[src/hw/rtl/tse_pkg.sv]
// Shared types and constants for the topological sort engine.
// No dependencies.
`default_nettype none
package tse_pkg;
    localparam int NODES     = 16;
    localparam int MAX_EDGES = 64;
    localparam int NODE_W    = 5;
    localparam int EDGE_AW   = 6;
    localparam int EDGE_CW   = 7;
    localparam int DEG_W     = 7;
    localparam int NIDX_W    = 4;

    localparam logic [1:0] OP_CLEAR = 2'd0;
    localparam logic [1:0] OP_ADD   = 2'd1;
    localparam logic [1:0] OP_RUN   = 2'd2;

    localparam logic [1:0] ST_OK       = 2'd0;
    localparam logic [1:0] ST_CYCLE    = 2'd1;
    localparam logic [1:0] ST_OVERFLOW = 2'd2;

    typedef enum logic [3:0] {
        S_IDLE, S_DECODE, S_INIT, S_POP, S_SCAN_RD, S_SCAN, S_EMIT, S_SINGLE
    } tse_state_t;

    typedef struct packed {
        logic clear;
        logic add;
        logic drop;
        logic init_start;
        logic init_step;
        logic pop;
        logic scan_start;
        logic scan_step;
        logic emit_start;
        logic emit_step;
    } tse_cmd_t;

    typedef struct packed {
        logic edge_ok;
        logic full;
        logic overflow;
        logic init_done;
        logic queue_empty;
        logic pop_done;
        logic scan_done;
        logic emit_last;
    } tse_stat_t;
endpackage
`default_nettype wire

[src/hw/rtl/topological_sort_engine_unit.sv]
// Top level of the topological sort engine.
// Depends on tse_pkg, tse_ctrl and tse_datapath.
// A run scans the stored edge list, one edge a cycle, for every popped
// node; results leave through a registered output stage. Only one
// request is in work at a time.
`default_nettype none
module topological_sort_engine_unit (
    input  wire logic        aclk,
    input  wire logic        aresetn,
    input  wire logic        s_tvalid,
    output logic             s_tready,
    input  wire logic [15:0] s_tdata,  // op[1:0], edge_from[6:2], edge_to[11:7]
    output logic             m_tvalid,
    input  wire logic        m_tready,
    output logic [7:0]       m_tdata,  // node[4:0], status[6:5]
    output logic             m_tlast,
    input  wire logic        cfg_we,
    input  wire logic [4:0]  cfg_wdata
);
    import tse_pkg::*;

    tse_cmd_t          cmd;
    tse_stat_t         stat;
    logic [NODE_W-1:0] node_count_reg, emit_node;
    logic              out_load, out_single, out_last, out_free;
    logic [1:0]        out_status;
    logic [NODE_W-1:0] from_reg, to_reg;
    logic              valid_reg, last_reg;
    logic [6:0]        data_reg;

    assign out_free = !valid_reg || m_tready;

    always_ff @(posedge aclk) begin
        if (!aresetn) begin
            node_count_reg <= NODE_W'(NODES);
            valid_reg      <= 1'b0;
        end else begin
            if (cfg_we) begin
                node_count_reg <= cfg_wdata;
            end
            if (out_load) begin
                valid_reg <= 1'b1;
            end else if (m_tready) begin
                valid_reg <= 1'b0;
            end
        end
        if (s_tvalid && s_tready) begin
            from_reg <= s_tdata[6:2];
            to_reg   <= s_tdata[11:7];
        end
        if (out_load) begin
            data_reg <= {out_status, out_single ? NODE_W'(0) : emit_node};
            last_reg <= out_last;
        end
    end

    assign m_tvalid = valid_reg;
    assign m_tdata  = {1'b0, data_reg};
    assign m_tlast  = last_reg;

    tse_ctrl u_ctrl (
        .aclk(aclk), .aresetn(aresetn), .s_tvalid(s_tvalid), .s_tready(s_tready),
        .op(s_tdata[1:0]), .stat(stat), .cmd(cmd), .out_load(out_load),
        .out_single(out_single), .out_status(out_status), .out_last(out_last),
        .out_free(out_free));

    tse_datapath u_dp (
        .aclk(aclk), .aresetn(aresetn), .cmd(cmd), .stat(stat),
        .edge_from(from_reg), .edge_to(to_reg), .node_count(node_count_reg),
        .emit_node(emit_node));

    logic unused_ok;
    assign unused_ok = ^s_tdata[15:12];
endmodule
`default_nettype wire

[src/hw/rtl/tse_ram.sv]
// Generic single-port write, single-port registered-read RAM.
// No dependencies.
`default_nettype none
module tse_ram #(
    parameter int WIDTH = 8,
    parameter int DEPTH = 16
) (
    input  wire logic                     aclk,
    input  wire logic                     we,
    input  wire logic [$clog2(DEPTH)-1:0] waddr,
    input  wire logic [WIDTH-1:0]         wdata,
    input  wire logic [$clog2(DEPTH)-1:0] raddr,
    output logic      [WIDTH-1:0]         rdata
);
    logic [WIDTH-1:0] mem [DEPTH];

    always_ff @(posedge aclk) begin
        if (we) begin
            mem[waddr] <= wdata;
        end
        rdata <= mem[raddr];
    end
endmodule
`default_nettype wire

[src/hw/rtl/tse_datapath.sv]
// Datapath of the topological sort engine: edge memories, in-degrees, queue.
// Depends on tse_pkg and tse_ram.
`default_nettype none
module tse_datapath (
    input  wire logic                          aclk,
    input  wire logic                          aresetn,
    input  wire tse_pkg::tse_cmd_t             cmd,
    output tse_pkg::tse_stat_t                 stat,
    input  wire logic [tse_pkg::NODE_W-1:0]    edge_from,
    input  wire logic [tse_pkg::NODE_W-1:0]    edge_to,
    input  wire logic [tse_pkg::NODE_W-1:0]    node_count,
    output logic      [tse_pkg::NODE_W-1:0]    emit_node
);
    import tse_pkg::*;

    logic [EDGE_CW-1:0] edge_cnt_reg, edge_cnt_next;
    logic               ovf_reg, ovf_next;
    logic [DEG_W-1:0]   deg_reg [NODES];
    logic [DEG_W-1:0]   work_reg [NODES];
    logic [NODE_W-1:0]  queue_reg [NODES];
    logic [NODE_W-1:0]  head_reg, tail_reg;
    logic [NODE_W-1:0]  cur_reg;
    logic [NODE_W-1:0]  idx_reg;
    logic [EDGE_CW-1:0] eidx_reg;
    logic [NODE_W-1:0]  src_rd, dst_rd;
    logic [NODE_W-1:0]  n_act;
    logic [EDGE_AW-1:0] raddr;

    assign n_act = (node_count == '0) ? NODE_W'(1) :
                   (node_count > NODE_W'(NODES)) ? NODE_W'(NODES) : node_count;
    assign raddr = cmd.scan_start ? '0 : eidx_reg[EDGE_AW-1:0];

    tse_ram #(.WIDTH(NODE_W), .DEPTH(MAX_EDGES)) u_src (
        .aclk(aclk), .we(cmd.add), .waddr(edge_cnt_reg[EDGE_AW-1:0]),
        .wdata(edge_from), .raddr(raddr), .rdata(src_rd));
    tse_ram #(.WIDTH(NODE_W), .DEPTH(MAX_EDGES)) u_dst (
        .aclk(aclk), .we(cmd.add), .waddr(edge_cnt_reg[EDGE_AW-1:0]),
        .wdata(edge_to), .raddr(raddr), .rdata(dst_rd));

    always_comb begin
        stat.edge_ok     = (edge_from != '0) && (edge_from <= NODE_W'(NODES)) &&
                           (edge_to != '0) && (edge_to <= NODE_W'(NODES));
        stat.full        = (edge_cnt_reg == EDGE_CW'(MAX_EDGES));
        stat.overflow    = ovf_reg;
        stat.init_done   = (idx_reg + NODE_W'(1) >= n_act);
        stat.queue_empty = (head_reg >= tail_reg);
        stat.pop_done    = (idx_reg >= n_act);
        stat.scan_done   = (eidx_reg > edge_cnt_reg);
        stat.emit_last   = (idx_reg + NODE_W'(1) >= n_act);
        edge_cnt_next    = edge_cnt_reg;
        ovf_next         = ovf_reg;
        if (cmd.clear) begin
            edge_cnt_next = '0;
            ovf_next      = 1'b0;
        end else if (cmd.add) begin
            edge_cnt_next = edge_cnt_reg + EDGE_CW'(1);
        end else if (cmd.drop) begin
            ovf_next = 1'b1;
        end
    end

    assign emit_node = queue_reg[idx_reg[NIDX_W-1:0]];

    always_ff @(posedge aclk) begin
        if (!aresetn) begin
            edge_cnt_reg <= '0;
            ovf_reg      <= 1'b0;
            head_reg     <= '0;
            tail_reg     <= '0;
            for (int i = 0; i < NODES; i++) begin
                deg_reg[i] <= '0;
            end
        end else begin
            edge_cnt_reg <= edge_cnt_next;
            ovf_reg      <= ovf_next;
            if (cmd.clear) begin
                for (int i = 0; i < NODES; i++) begin
                    deg_reg[i] <= '0;
                end
            end
            if (cmd.add) begin
                deg_reg[edge_to[NIDX_W-1:0] - NIDX_W'(1)] <=
                    deg_reg[edge_to[NIDX_W-1:0] - NIDX_W'(1)] + DEG_W'(1);
            end
            if (cmd.init_start) begin
                for (int i = 0; i < NODES; i++) begin
                    work_reg[i] <= deg_reg[i];
                end
                head_reg <= '0;
                tail_reg <= '0;
                idx_reg  <= '0;
            end
            if (cmd.init_step) begin
                if (work_reg[idx_reg[NIDX_W-1:0]] == '0) begin
                    queue_reg[tail_reg[NIDX_W-1:0]] <= idx_reg + NODE_W'(1);
                    tail_reg <= tail_reg + NODE_W'(1);
                end
                idx_reg <= stat.init_done ? '0 : idx_reg + NODE_W'(1);
            end
            if (cmd.pop) begin
                cur_reg  <= queue_reg[head_reg[NIDX_W-1:0]];
                head_reg <= head_reg + NODE_W'(1);
                idx_reg  <= idx_reg + NODE_W'(1);
            end
            if (cmd.scan_start) begin
                eidx_reg <= EDGE_CW'(1);
            end
            if (cmd.scan_step) begin
                eidx_reg <= eidx_reg + EDGE_CW'(1);
                if (src_rd == cur_reg && dst_rd != '0 && dst_rd <= n_act &&
                    work_reg[dst_rd[NIDX_W-1:0] - NIDX_W'(1)] != '0) begin
                    work_reg[dst_rd[NIDX_W-1:0] - NIDX_W'(1)] <=
                        work_reg[dst_rd[NIDX_W-1:0] - NIDX_W'(1)] - DEG_W'(1);
                    if (work_reg[dst_rd[NIDX_W-1:0] - NIDX_W'(1)] == DEG_W'(1) &&
                        tail_reg < NODE_W'(NODES)) begin
                        queue_reg[tail_reg[NIDX_W-1:0]] <= dst_rd;
                        tail_reg <= tail_reg + NODE_W'(1);
                    end
                end
            end
            if (cmd.emit_start) begin
                idx_reg <= '0;
            end
            if (cmd.emit_step) begin
                idx_reg <= idx_reg + NODE_W'(1);
            end
        end
    end
endmodule
`default_nettype wire

[src/hw/rtl/tse_ctrl.sv]
// Controller state machine of the topological sort engine.
// Depends on tse_pkg.
`default_nettype none
module tse_ctrl (
    input  wire logic               aclk,
    input  wire logic               aresetn,
    input  wire logic               s_tvalid,
    output logic                    s_tready,
    input  wire logic [1:0]         op,
    input  wire tse_pkg::tse_stat_t stat,
    output tse_pkg::tse_cmd_t       cmd,
    output logic                    out_load,
    output logic                    out_single,
    output logic [1:0]              out_status,
    output logic                    out_last,
    input  wire logic               out_free
);
    import tse_pkg::*;

    tse_state_t state_reg, state_next;
    logic [1:0] op_reg;
    logic [1:0] st_reg, st_next;

    always_ff @(posedge aclk) begin
        if (!aresetn) begin
            state_reg <= S_IDLE;
        end else begin
            state_reg <= state_next;
        end
        if (s_tvalid && s_tready) begin
            op_reg <= op;
        end
        st_reg <= st_next;
    end

    always_comb begin
        state_next = state_reg;
        st_next    = st_reg;
        unique case (state_reg)
            S_IDLE: begin
                if (s_tvalid) begin
                    state_next = S_DECODE;
                end
            end
            S_DECODE: begin
                state_next = S_IDLE;
                if (op_reg == OP_ADD && stat.edge_ok && stat.full) begin
                    st_next    = ST_OVERFLOW;
                    state_next = S_SINGLE;
                end else if (op_reg == OP_RUN) begin
                    if (stat.overflow) begin
                        st_next    = ST_OVERFLOW;
                        state_next = S_SINGLE;
                    end else begin
                        state_next = S_INIT;
                    end
                end
            end
            S_INIT: begin
                if (stat.init_done) begin
                    state_next = S_POP;
                end
            end
            S_POP: begin
                if (stat.pop_done) begin
                    state_next = S_EMIT;
                end else if (stat.queue_empty) begin
                    st_next    = ST_CYCLE;
                    state_next = S_SINGLE;
                end else begin
                    state_next = S_SCAN_RD;
                end
            end
            S_SCAN_RD: state_next = S_SCAN;
            S_SCAN: begin
                if (stat.scan_done) begin
                    state_next = S_POP;
                end
            end
            S_EMIT: begin
                if (out_free && stat.emit_last) begin
                    state_next = S_IDLE;
                end
            end
            S_SINGLE: begin
                if (out_free) begin
                    state_next = S_IDLE;
                end
            end
            default: state_next = S_IDLE;
        endcase
    end

    always_comb begin
        cmd        = '0;
        s_tready   = 1'b0;
        out_load   = 1'b0;
        out_single = 1'b0;
        out_status = ST_OK;
        out_last   = 1'b0;
        unique case (state_reg)
            S_IDLE:   s_tready = 1'b1;
            S_DECODE: begin
                cmd.clear      = (op_reg == OP_CLEAR);
                cmd.add        = (op_reg == OP_ADD) && stat.edge_ok && !stat.full;
                cmd.drop       = (op_reg == OP_ADD) && stat.edge_ok && stat.full;
                cmd.init_start = (op_reg == OP_RUN);
            end
            S_INIT:   cmd.init_step = 1'b1;
            S_POP: begin
                cmd.pop        = !stat.pop_done && !stat.queue_empty;
                cmd.emit_start = stat.pop_done;
            end
            S_SCAN_RD: cmd.scan_start = 1'b1;
            S_SCAN:    cmd.scan_step  = !stat.scan_done;
            S_EMIT: begin
                out_load      = out_free;
                out_last      = stat.emit_last;
                cmd.emit_step = out_free;
            end
            S_SINGLE: begin
                out_load   = out_free;
                out_single = 1'b1;
                out_status = st_reg;
                out_last   = 1'b1;
            end
            default: cmd = '0;
        endcase
    end
endmodule
`default_nettype wire

[config.mk]
export PLATFORM = sky130hd
export DESIGN_NAME = topological_sort_engine_unit
export DESIGN_NICKNAME = d
export VERILOG_FILES = /design/src/hw/rtl/tse_pkg.sv /design/src/hw/rtl/topological_sort_engine_unit.sv /design/src/hw/rtl/tse_ram.sv /design/src/hw/rtl/tse_datapath.sv /design/src/hw/rtl/tse_ctrl.sv
export SDC_FILE = /design/constraint.sdc
export NUM_CORES = 1
export LEC_CHECK = 0
export BUFFER_PORTS_ARGS = -buffer_cell sky130_fd_sc_hd__buf_4
export CAP_MARGIN = 10
export CORE_MARGIN = 2
export CORE_UTILIZATION = 70
export CTS_BUF_LIST = sky130_fd_sc_hd__clkbuf_8
export CTS_CLUSTER_DIAMETER = 60
export DETAILED_ROUTE_END_ITERATION = 10
export PLACE_DENSITY = 0.95
export SYNTH_ARGS = -nofsm -noshare
export SYNTH_HDL_FRONTEND = slang
export SYNTH_HIERARCHICAL = 1
export SYNTH_SLANG_ARGS = --single-unit
[constraint.sdc]
create_clock -name aclk -period 17.1 [get_ports aclk]
set_clock_uncertainty 0.15 [all_clocks]
set_input_delay 1.71 -clock aclk [delete_from_list [all_inputs] [get_ports aclk]]
set_output_delay 1.71 -clock aclk [all_outputs]
set_load 0.05 [all_outputs]
* Yosys cells after proc, flatten, opt, wreduce, memory -nomap -nowiden *
Memories as Yosys holds them, arrays and structs flattened. A register that Yosys moved wholly into a read port is not among the register bits.
Cells that the tools add are included.

word-level totals
  register bits after elaboration = 57
  bits in latches = 0
  bits in writable memories = 944
  memory bits (read-only) = 0
  bits of input ports = 26
  output and inout port bits = 11
  logic and storage cells = 216
  memories kept = 5

memory list
  name            words  width  rd ports  clocked after memory_dff  wr ports  RTL line            text
  u_dp.u_dst.mem  64     5      1         1                         1         tse_ram.sv:15       logic [WIDTH-1:0] mem [DEPTH];
  u_dp.u_src.mem  64     5      1         1                         1         tse_ram.sv:15
  u_dp.deg_reg    16     7      17        0                         16        tse_datapath.sv:18  logic [DEG_W-1:0] deg_reg [NODES];
  u_dp.work_reg   16     7      2         1                         16        tse_datapath.sv:19  logic [DEG_W-1:0] work_reg [NODES];
  u_dp.queue_reg  16     5      2         2                         1         tse_datapath.sv:20  logic [NODE_W-1:0] queue_reg [NODES];

operators by class
  add/subtract/negate cells = 9
  $mul = 0
  div/mod/pow operators = 0
  order comparisons = 9
  equal/unequal tests = 21
  shift operators = 0
  mux-type cells = 96
  bitwise logic cells = 19
  reduce and logical (&&, ||, !) cells = 42

operators with widths
  operator               number
  $mux W7                20
  $mux W5                16
  $mux W4                12
  $mux W1                37
  $pmux W4 S8            1
  $add A7 B1 Y7 const B  3
  $reduce_bool A5 Y1     4
  $or A1 B1 Y1           17
  $eq A4 B3 Y1 const B   4
  $add A5 B1 Y5 const B  3
  $ge A5 B5 Y1           3
  $reduce_or A7 Y1       2
  $logic_and A1 B1 Y1    13
  $mux W2                6
  $le A5 B5 Y1 const B   2
  $ne A2 B1 Y1 const B   5
  $reduce_and A5 Y1      2
  $eq A4 B2 Y1 const B   2
  $reduce_and A2 Y1      4
  $reduce_bool A2 Y1     4
  $sub A4 B1 Y4 const B  2
  $eq A7 B1 Y1 const B   1
  $eq A7 B7 Y1 const B   1
  $gt A7 B7 Y1           1
  other kinds (23)       31

* Depth between registers and ports, before layout *
  depth in word-level cells = 13
  depth in mapped cells = 17
  gate-level depth less buffers = 17

* Modules after synthesis *
The synthesis kept the hierarchy.

modules (own cells, without submodules)
  module                        times used  cells an instance  area each (µm²)  sequential area each (µm²)
  tse_ram                       2           610                12768.5          9709.3
  tse_datapath                  1           1243               17922.2          10079.7
  topological_sort_engine_unit  1           46                 817.0            660.6
  tse_ctrl                      1           64                 531.8            180.2

* Worst setup path before layout *
OpenSTA, ideal clock, no wires.

  path kind = register to register
  from = reg to_reg[0]
  to = mem u_dp.deg_reg[10][6] (data pin)
  library setup time = 265 ps
  arrival = 4962 ps
  required time = 16685 ps
  setup slack = 11723 ps
  stages on the path, launching flop included = 15
  path buffers = 5
  period minus slack after synthesis = 5377 ps
  path through = edfxtp_1 -> buf_2 -> buf_2 -> inv_1 -> ha_1 -> xnor2_1 -> mux4_1 -> buf_4 -> clkbuf_1 -> ha_1 -> nand3_1 -> nor3_1 -> xnor2_1 -> clkbuf_1 -> nor2_1

RTL lines
  what                      RTL line                            text
  start: declaration        topological_sort_engine_unit.sv:27  logic [NODE_W-1:0] from_reg, to_reg;
  start signal: assignment  topological_sort_engine_unit.sv:49  to_reg <= s_tdata[11:7];
  end: declaration          tse_datapath.sv:18

==> run_summary.xml <==
<?xml version="1.0" encoding="UTF-8"?>
<metrics>
  <group name="worst_setup_path">
    <metric name="crit_top_cell" unit="">sky130_fd_sc_hd__o21ai_0</metric>
    <metric name="worst_r2r_startpoint" unit="">u_dp/edge_cnt_reg[3]</metric>
    <metric name="path_cells" unit="">inv_1, ha_1, a21oi_1, nor2b_1, o21ai_0, o21ai_0, o22a_1, and4bb_4, nor4bb_1, a41oi_1, buf_4, or3_1, nor2_1</metric>
    <metric name="endpoint" unit="">u_dp/queue_reg[4][1]</metric>
    <metric name="crit_arrival" unit="ns">5.73</metric>
    <metric name="reg2reg_setup_slack" unit="ns">11.67</metric>
    <metric name="timing.setup.critical_path_class" unit="">register to register</metric>
    <metric name="rr_worst_depth" unit="">13</metric>
    <metric name="crit_fanout" unit="">19</metric>
    <metric name="critPathLaunchType" unit="">register</metric>
    <metric name="cp-end-kind" unit="">register</metric>
    <metric name="endpoint_of_the_lowest_slack_register_to_register_path" unit="">u_dp/queue_reg[4][1]</metric>
    <metric name="crit_required" unit="ns">17.40</metric>
    <metric name="slowest_delay" unit="ns">1.20</metric>
    <metric name="timing.critical_path.from" unit="">u_dp/edge_cnt_reg[3]</metric>
    <metric name="critical-path-slowest-cell" unit="">sky130_fd_sc_hd__dfxtp_1</metric>
  </group>
  <group name="drt">
    <metric name="avgViaCountPerCell" unit="">7.36</metric>
    <metric name="drc_errors" unit="">0</metric>
    <metric name="final_antenna_net_count" unit="">0</metric>
    <metric name="drt_iter0_markers" unit="">3826</metric>
    <metric name="wl" unit="mm">113</metric>
    <metric name="via_count" unit="">26800</metric>
    <metric name="wire_per_inst" unit="µm">31.1</metric>
    <metric name="firstDrtPassIters" unit="">9</metric>
  </group>
  <group name="sta">
    <metric name="relSlewSlack" unit="">0.123</metric>
    <metric name="finalHoldViolations" unit="">0</metric>
    <metric name="tightest_pin_transition" unit="ns">1.31</metric>
    <metric name="holdWs" unit="ns">0.365</metric>
    <metric name="setup_viol" unit="">0</metric>
    <metric name="period_minus_slack" unit="ns">5.43</metric>
    <metric name="finalSetupTns" unit="ns">0</metric>
    <metric name="fmax" unit="GHz">0.184</metric>
    <metric name="final_max_slew_viol_count" unit="">0</metric>
    <metric name="final.period_utilization" unit="">0.318</metric>
    <metric name="setup_repair_after_global_routing_missed_its_margin" unit="">no</metric>
  </group>
  <group name="die">
    <metric name="die-width" unit="µm">257</metric>
    <metric name="die_area" unit="mm²">0.0661</metric>
    <metric name="io_pins" unit="">37</metric>
    <metric name="core" unit="mm²">0.0632</metric>
    <metric name="floorplan.die.height" unit="µm">257</metric>
    <metric name="initial_utilization" unit="">0.709</metric>
    <metric name="num_rows" unit="">92</metric>
  </group>
  <group name="cts">
    <metric name="cts_post_setup_buffers_inserted" unit="">0</metric>
    <metric name="cts_resized" unit="">0</metric>
    <metric name="ctsLongestPathBuffers" unit="">3</metric>
    <metric name="insertion_delay" unit="ns">0.83</metric>
    <metric name="clk_pin_slew" unit="ns">0.07</metric>
    <metric name="clock_root_buffer" unit="">sky130_fd_sc_hd__clkbuf_8</metric>
    <metric name="clkSinkCount" unit="">1024</metric>
    <metric name="ctsHtreeMaxLevel" unit="">4</metric>
    <metric name="post_cts_hold_buffer_count" unit="">0</metric>
    <metric name="cts_buffers" unit="">155</metric>
    <metric name="cts_tree" unit="">built</metric>
  </group>
  <group name="yosys">
    <metric name="portion_of_the_post_synthesis_area_used_by_sequential_elements" unit="">0.677</metric>
    <metric name="synth-adder-area-share" unit="">0.0137</metric>
    <metric name="synth_most_common_cell" unit="">sky130_fd_sc_hd__edfxtp_1</metric>
    <metric name="synth_xor_area_frac" unit="">0.00737</metric>
    <metric name="synth.distinct_cells" unit="">85</metric>
    <metric name="syn-cell-area" unit="mm²">0.0448</metric>
    <metric name="syn-num-nets" unit="">2648</metric>
    <metric name="yosysTopAreaCellShare" unit="">0.659</metric>
    <metric name="synth_compound_gate_area_share" unit="">0.0253</metric>
    <metric name="synth_ff_type" unit="">sky130_fd_sc_hd__edfxtp_1</metric>
    <metric name="postSynthAreaPerCell" unit="µm²">17.4</metric>
    <metric name="count_of_flip_flops_with_a_built_in_enable_after_synthesis" unit="">983</metric>
    <metric name="synth_simple_gate_area_share" unit="">0.0725</metric>
    <metric name="syn_inst" unit="">2573</metric>
    <metric name="combinational_family_with_the_most_area_after_synthesis" unit="">multiplexers</metric>
    <metric name="netlist_top_cells_area" unit="">sky130_fd_sc_hd__edfxtp_1 66%, sky130_fd_sc_hd__mux4_2 12%, sky130_fd_sc_hd__nor2_1 2.5%</metric>
    <metric name="synth-seq-cells" unit="">1024</metric>
    <metric name="synth_warnings" unit="">6</metric>
    <metric name="post-synth-top-area-cell" unit="">sky130_fd_sc_hd__edfxtp_1</metric>
    <metric name="ys_async_sr_fraction" unit="">0</metric>
    <metric name="synth.mux.area_fraction" unit="">0.182</metric>
    <metric name="synth.top_cells.by_count" unit="">983 x sky130_fd_sc_hd__edfxtp_1, 304 x sky130_fd_sc_hd__nor2_1, 241 x sky130_fd_sc_hd__mux4_2, 109 x sky130_fd_sc_hd__nand2_1, 97 x sky130_fd_sc_hd__mux2_2</metric>
  </group>
  <group name="global_route">
    <metric name="antenna_violations_before_repair" unit="">2</metric>
    <metric name="grt_pass1_vias" unit="">27000</metric>
    <metric name="grt_use_total" unit="">0.348</metric>
    <metric name="grt_pass1_wl" unit="mm">169</metric>
    <metric name="grt.overflow.total" unit="">0</metric>
    <metric name="maximum_number_of_pins_on_one_net_before_global_route_repair" unit="">117</metric>
  </group>
  <group name="flow_run">
    <metric name="max_cap_viols" unit="">0</metric>
  </group>
  <group name="worst_hold_path">
    <metric name="min-delay-path-class" unit="">register to register</metric>
  </group>
  <group name="finish">
    <metric name="nets" unit="">2743</metric>
    <metric name="post_route_cells_drive_above_1_share" unit="">0.236</metric>
    <metric name="area.growth.synth_to_final" unit="%">8.56</metric>
    <metric name="reg_top3" unit="">u_dp/u_dst/mem: 320 flops, u_dp/u_src/mem: 320 flops</metric>
    <metric name="finished_layout_cells" unit="">3640</metric>
    <metric name="fill_cells" unit="">2902</metric>
  </group>
  <group name="power_and_ir_drop">
    <metric name="peak_supply_drop" unit="mV">0.113</metric>
    <metric name="power-per-cell-area" unit="mW/mm²">104</metric>
    <metric name="standby_leakage_power" unit="nW">16.0</metric>
  </group>
  <group name="place">
    <metric name="gp_congestion" unit="">0.966</metric>
    <metric name="dp_cells" unit="">3355</metric>
    <metric name="buffer_ports.inserted" unit="">31</metric>
    <metric name="hpwlAfterDp" unit="mm">67.7</metric>
  </group>
  <group name="run_status">
    <metric name="status" unit="">finished, final reports clean</metric>
  </group>
</metrics>
[per-layer routing]
metal	global-route usage	part of all wire
met1	0.449	0.32
met4	0.175	0.057
met5	0	0.00011
met3	0.0955	0.13
met2	0.553	0.48
[placed cells by master (no fill, tap or decap), types with 16 or more instances in the layout]
cell type                  count
sky130_fd_sc_hd__clkinv_2     18
sky130_fd_sc_hd__o21ai_0      39
sky130_fd_sc_hd__a31oi_1      17
sky130_fd_sc_hd__mux2_2       97
sky130_fd_sc_hd__o22ai_1      28
sky130_fd_sc_hd__nor3_1       20
sky130_fd_sc_hd__dfxtp_1      39
sky130_fd_sc_hd__or3_1        16
sky130_fd_sc_hd__ha_1         49
sky130_fd_sc_hd__nor2_1      303
sky130_fd_sc_hd__edfxtp_1    983
sky130_fd_sc_hd__nand3_1      35
sky130_fd_sc_hd__nand2_1     109
sky130_fd_sc_hd__inv_1        95
sky130_fd_sc_hd__buf_4        69
sky130_fd_sc_hd__nand2b_1     18
sky130_fd_sc_hd__mux4_1       33
sky130_fd_sc_hd__a21oi_1      31
sky130_fd_sc_hd__mux2i_1      50
sky130_fd_sc_hd__clkinv_1     40
sky130_fd_sc_hd__mux2_1       25
sky130_fd_sc_hd__nor4_1       29
sky130_fd_sc_hd__clkbuf_8    160
sky130_fd_sc_hd__nor2b_1      32
sky130_fd_sc_hd__mux4_2      241
[how the worst min path moves through the flow]
| stage | end | cells past startpoint | slack, ns | from |
|---|---|---|---|---|
| final | u_dp/head_reg[4] | 1 | 0.36 | u_dp/head_reg[4] |
| after floorplan | u_dp/ovf_reg | 2 | 0.29 | u_dp/ovf_reg |
| after detailed placement | u_dp/head_reg[4] | 1 | 0.33 | u_dp/head_reg[4] |
| after CTS | u_dp/head_reg[4] | 1 | 0.34 | u_dp/head_reg[4] |
| after global placement | u_dp/edge_cnt_reg[6] | 2 | 0.32 | u_dp/edge_cnt_reg[6] |
| after global routing | u_dp/head_reg[4] | 1 | 0.38 | u_dp/head_reg[4] |
[stage by stage]
step	setup slack (ns)	utilization	cell area, µm²	total power (W)
detailed placement	11.77	0.724	45700	0.00319
CTS	11.77	0.769	48600	0.00506
floorplan	11.72	-	44800	0.00307
global placement	12.06	0.724	45700	0.00317
global route	11.50	0.770	48600	0.00519
finish	11.67	0.770	48600	0.00506
[final cells by class]
| type | instances | area, µm² | area share |
|---|---|---|---|
| Multi-Input combinational cell | 1364 | 13600 | 0.280 |
| Antenna cell | 3 | 7.51 | 0.000154 |
| Clock inverter | 120 | 673 | 0.0138 |
| Inverter | 52 | 195 | 0.00401 |
| Sequential cell | 1024 | 30300 | 0.624 |
| Clock buffer | 160 | 2200 | 0.0453 |
| Tap cell | 846 | 1060 | 0.0218 |
| Timing Repair Buffer | 71 | 566 | 0.0116 |
[worst max-delay path: cells and delay by family, from the launching register on]
family	cells	cell delay [ns]
buffers and inverters	2	0.58
adders and majority gates	1	0.31
DFF	1	1.20
and+or+nand+nor	5	1.94
AOI/OAI and AO/OA	5	0.88
[power by group]
part | total, W | switching, W | internal, W
clock network | 0.00191 | 0.000955 | 0.000950
logic | 0.000337 | 0.000233 | 0.000104
registers | 0.00282 | 0.0000260 | 0.00279
[logic make-up (layout without fill, tap and decap cells)]
logic type / after synthesis / in the layout
buffers and inverters: 185 / 403
multiplexers: 446 / 446
AND/OR/NAND/NOR: 657 / 657
other: 1 / 4
AO/OA/AOI/OAI: 175 / 175
flip-flops: 1024 / 1024
XOR/XNOR: 36 / 36
adder cells (fa/ha/maj): 49 / 49
Power figures use the tool's default switching activity.
